## src/rtl/phrb_pkg.sv

```systemverilog
// Shared types and constants for the positioned history ring buffer.
package phrb_pkg;

  localparam int unsigned POS_W  = 48;
  localparam int unsigned LEN_W  = 11;
  localparam int unsigned BYTE_W = 8;

  // Input operation codes.
  typedef enum logic [1:0] {
    OP_APPEND = 2'd0,
    OP_READ   = 2'd1,
    OP_QUERY  = 2'd2,
    OP_NONE   = 2'd3
  } op_e;

  // Result kinds.
  typedef enum logic [1:0] {
    KIND_WRITE = 2'd0,
    KIND_BYTE  = 2'd1,
    KIND_EMPTY = 2'd2,
    KIND_QUERY = 2'd3
  } kind_e;

  // Commands from the controller to the datapath.
  typedef struct packed {
    logic load;      // capture an input beat
    logic append;    // store the byte and emit the write result
    logic query;     // emit the query answer
    logic rd_a;      // read setup, first step
    logic rd_b;      // read setup, second step
    logic rd_c;      // read setup, third step
    logic rd_empty;  // emit the empty read result
    logic rd_issue;  // start a store read for the next byte
    logic rd_emit;   // move the read byte into the output register
  } cmd_t;

  // Status from the datapath to the controller.
  typedef struct packed {
    op_e  op;
    logic out_free;
    logic cnt_zero;
    logic cnt_last;
  } status_t;

endpackage

```

## src/rtl/phrb_ctrl.sv

```systemverilog
// Controller state machine for the positioned history ring buffer.
module phrb_ctrl (
  input  logic             clk_i,
  input  logic             rst_ni,
  input  logic             in_valid_i,
  output logic             in_stall_o,
  input  phrb_pkg::status_t status_i,
  output phrb_pkg::cmd_t    cmd_o
);

  typedef enum logic [2:0] {
    S_IDLE,
    S_EXEC,
    S_RD_B,
    S_RD_C,
    S_RD_ADDR,
    S_RD_DATA
  } state_e;

  state_e state_q, state_d;

  // State register.
  always_ff @(posedge clk_i or negedge rst_ni) begin
    if (!rst_ni) begin
      state_q <= S_IDLE;
    end else begin
      state_q <= state_d;
    end
  end

  assign in_stall_o = (state_q != S_IDLE);

  // Next state and datapath commands.
  always_comb begin
    state_d = state_q;
    cmd_o   = '0;
    unique case (state_q)
      S_IDLE: begin
        if (in_valid_i) begin
          cmd_o.load = 1'b1;
          state_d    = S_EXEC;
        end
      end
      S_EXEC: begin
        unique case (status_i.op)
          phrb_pkg::OP_APPEND: begin
            if (status_i.out_free) begin
              cmd_o.append = 1'b1;
              state_d      = S_IDLE;
            end
          end
          phrb_pkg::OP_QUERY: begin
            if (status_i.out_free) begin
              cmd_o.query = 1'b1;
              state_d     = S_IDLE;
            end
          end
          phrb_pkg::OP_READ: begin
            cmd_o.rd_a = 1'b1;
            state_d    = S_RD_B;
          end
          default: begin
            state_d = S_IDLE;
          end
        endcase
      end
      S_RD_B: begin
        cmd_o.rd_b = 1'b1;
        state_d    = S_RD_C;
      end
      S_RD_C: begin
        cmd_o.rd_c = 1'b1;
        state_d    = S_RD_ADDR;
      end
      S_RD_ADDR: begin
        if (status_i.cnt_zero) begin
          if (status_i.out_free) begin
            cmd_o.rd_empty = 1'b1;
            state_d        = S_IDLE;
          end
        end else begin
          cmd_o.rd_issue = 1'b1;
          state_d        = S_RD_DATA;
        end
      end
      S_RD_DATA: begin
        // Emit one byte per cycle while the output is free, and fetch the next one alongside it.
        if (status_i.out_free) begin
          cmd_o.rd_emit = 1'b1;
          if (status_i.cnt_last) begin
            state_d = S_IDLE;
          end else begin
            cmd_o.rd_issue = 1'b1;
          end
        end
      end
      default: begin
        state_d = S_IDLE;
      end
    endcase
  end

endmodule

```

## config.mk

```make
export PLATFORM = sky130hd
export DESIGN_NAME = phrb_ctrl
export DESIGN_NICKNAME = d
export VERILOG_FILES = /design/src/rtl/phrb_pkg.sv /design/src/rtl/phrb_ctrl.sv
export SDC_FILE = /design/constraint.sdc
export NUM_CORES = 1
export LEC_CHECK = 0
export ABC_AREA = 1
export BUFFER_PORTS_ARGS = -buffer_cell sky130_fd_sc_hd__buf_4
export CAP_MARGIN = 5
export CORE_AREA = 2 2 39 41
export CTS_BUF_LIST = sky130_fd_sc_hd__clkbuf_8
export DETAILED_ROUTE_END_ITERATION = 12
export DIE_AREA = 0 0 41 43
export PLACE_DENSITY = 0.43
export SLEW_MARGIN = 20
export SYNTH_ARGS = -nofsm -noshare
export SYNTH_HDL_FRONTEND = slang
export SYNTH_SLANG_ARGS = --single-unit
```

## constraint.sdc

```tcl
create_clock -name clk_i -period 2.6 [get_ports clk_i]
set_clock_uncertainty 0.05 [all_clocks]
set_input_delay 0.26 -clock clk_i [delete_from_list [all_inputs] [get_ports clk_i]]
set_output_delay 0.26 -clock clk_i [all_outputs]
set_load 0.005 [all_outputs]
```

==> metrics <==
worst min path class=in2async; R2R Path End=state_q[0]; CP cell instances=inv_1 -> nand2_1 -> nor2_2 -> inv_1 -> or2_1 -> nor3_1 -> buf_4; layout cell share with drive strength beyond 1=32.3%; DPL Wire Length=between 500 and 600 um; synth top area cells=dfrtp_1 (30%), inv_1 (15%), nand2_1 (12%); Synth top area share=29.6%; Die Area=1760 um^2; RSZ-0062 raised after global routing=no; Top reg by flops=state_q; Comb power frac=50.8%; synthesized area per cell=5.91 um^2; Worst path max stage delay=390 ps; final total power=between 400 and 500 uW; post-CTS resize count=0; Synth cell types=14; Row Count=14; Clock transition at path regs=30 ps; Detail Route Antenna Nets=0; CP Launch Type=flop; critical path type=reg2out; endpoints failing hold=0; initial DRC count=2; fillcell total=166; reg-to-reg startpoint=state_q[0]; vias in the first global route=290; drt drc=0; via count=342; Die Wd=41 um; WP data arrival=1430 ps; post-CTS setup buffer count=0; NetSw=188 uW; Critical Path Slowest Stage Cell=dfrtp_1; Max Root-Sink Buffers=2; Num CTS Buffers=3; Worst-Margin Slew=259 ps; Largest register FFs=3; Ports=18; Max Clk Rate=574 MHz; Rel. slew slack=82.6%; number of synthesized register bits=3; CTS H-Tree Depth=1; clk sinks=3; largest net degree at the start of global routing=7; die height=43 um; setup TNS=0 ps; Avg WL per Cell=8.58 um; initial antenna violation count=0; Switching Share=39.8%; Largest delay share family, worst path=simple AND/OR/NAND/NOR gates; fin crit share=about two thirds; leakage=0.257 nW; n_diodes=0; I/O Buffers=17; Int Power=284 uW; Worst R2R Path Depth=6; Syn Nets=51; Largest regs=state_q x3; Synth Instances=between 40 and 50; Seq/Total Area, Yosys=29.6%; Final setup violation count=0; Crit path top cell by count=inv_1; cts hold-fix bufs=1; crit-path max FO=4; Clock Root Buffer=clkbuf_8; Flop pwr share=between 20 and 25%; Worst R2R Setup Slack=1430 ps; multi-input logic area=141 um^2; crit end category=output pin; WP buf/inv=3; Initial DRT Pass Iterations=4; final net count=74; IR drop worst, VDD=roughly 0.42 mV; Tmin final=1740 ps; synthesized area=between 200 and 300 um^2; pwr dens=1030 nW/um^2; GRT Residual Overflow=0; TritonCTS clock tree=yes; Worst-Skew Late Latency=about 210 ps; Clock power frac=a little over a quarter; first-pass GRT wire length=~1.0 mm; Starting Density=18.4%; max-slew violations=0; Reg area=~75 um^2; Crit path required time=roughly 2300 ps; synth warn=0; Area growth, synth to finish=79.8%; Core Region=1380 um^2; Vias/cell=4.22; Routed WL=695 um; Yosys top cell by area=dfrtp_1; Total GRT Usage=8.54%; GP Congestion=around 0.66; outcome=finished, final reports clean; Max-Cap Viols=0
-- routing by layer --
layer  vias up  global-route usage, %  routed length [um]  part of all wire (%)
met4         0                   6.00                   0                     0
met1       153                   10.0                 297                    43
met2        11                   13.1                 341                    49
met3         0                   1.57                  56                   8.1
met5         -                      0                   0                     0
li1        178                      -                   -                     -
-- kinds of logic (layout without fill, tap and decap cells) --
logic type / count (synthesis) / count (layout) / synth area share, %
AO/OA/AOI/OAI: 3 / 3 / 6.89
buffers and inverters: 10 / 32 / 14.8
flip-flops: 3 / 3 / 29.6
AND/OR/NAND/NOR: 27 / 27 / 48.8
-- synth_stat cells --
cell / instances
inv_1: 10
nand3b_1: 1
nor3_1: 3
or2_1: 1
nand3_1: 4
nor2_2: 1
nor2_1: 7
a21oi_1: 1
nor4_1: 1
nand2_1: 8
nand4_1: 1
dfrtp_1: 3
o31ai_1: 1
o21ai_0: 1
-- layout by cell type, fill, tap and decap left out --
master	netlist	layout
buf_4	0	17
inv_1	10	11
nand2_1	8	8
nor2_1	7	7
nand3_1	4	4
nor3_1	3	3
clkbuf_8	0	3
dfrtp_1	3	3
nor2_2	1	1
or2_1	1	1
o31ai_1	1	1
nor4_1	1	1
nand4_1	1	1
a21oi_1	1	1
nand3b_1	1	1
o21ai_0	1	1
dlygate4sd3_1	0	1
-- through the flow --
step / setup slack, ps / hold WS, ps / instances / cell area (um^2) / util, %
3_5_place_dp: 1080 / 1.34 / 76 / 402 / 29.0
3_3_place_gp: 1080 / 0.748 / 76 / 402 / 29.0
2_1_floorplan: 1250 / -85.6 / 43 / 254 / -
5_1_grt: 719 / 340 / 81 / 457 / 33.0
6_report: 859 / 324 / 81 / 457 / 33.0
4_1_cts: 851 / 319 / 81 / 457 / 33.0
-- area by class of cell --
cell class                 count  share of cell area [%]
clock buffer                   3                    9.04
clock inverter                 1                   0.822
inverter                      10                    8.22
multi-input combinational     30                    31.0
sequential                     3                    16.4
tap                           16                    4.38
timing repair buffer          18                    30.1
-- worst max path at each step --
stage                           from        to  slack, ps  cells past startpoint
after floorplan           state_q[1]  cmd_o[6]       1250                      6
after global placement    state_q[1]  cmd_o[6]       1080                      7
after detailed placement  state_q[1]  cmd_o[6]       1080                      7
after CTS                 state_q[1]  cmd_o[6]        850                      7
after global routing      state_q[1]  cmd_o[6]        720                      7
final                     state_q[1]  cmd_o[6]        860                      7
-- power groups by stage --
stage | Clock [mW] | Combinational (mW) | Sequential (mW)
6_report | 0.128 | 0.240 | 0.104
5_1_grt | 0.136 | 0.272 | 0.108
4_1_cts | 0.133 | 0.245 | 0.104
3_5_place_dp | 0 | 0.242 | 0.104
3_3_place_gp | 0 | 0.241 | 0.104
2_1_floorplan | 0 | 0.141 | 0.0968
Note: power is estimated with default switching activity, not from simulation.
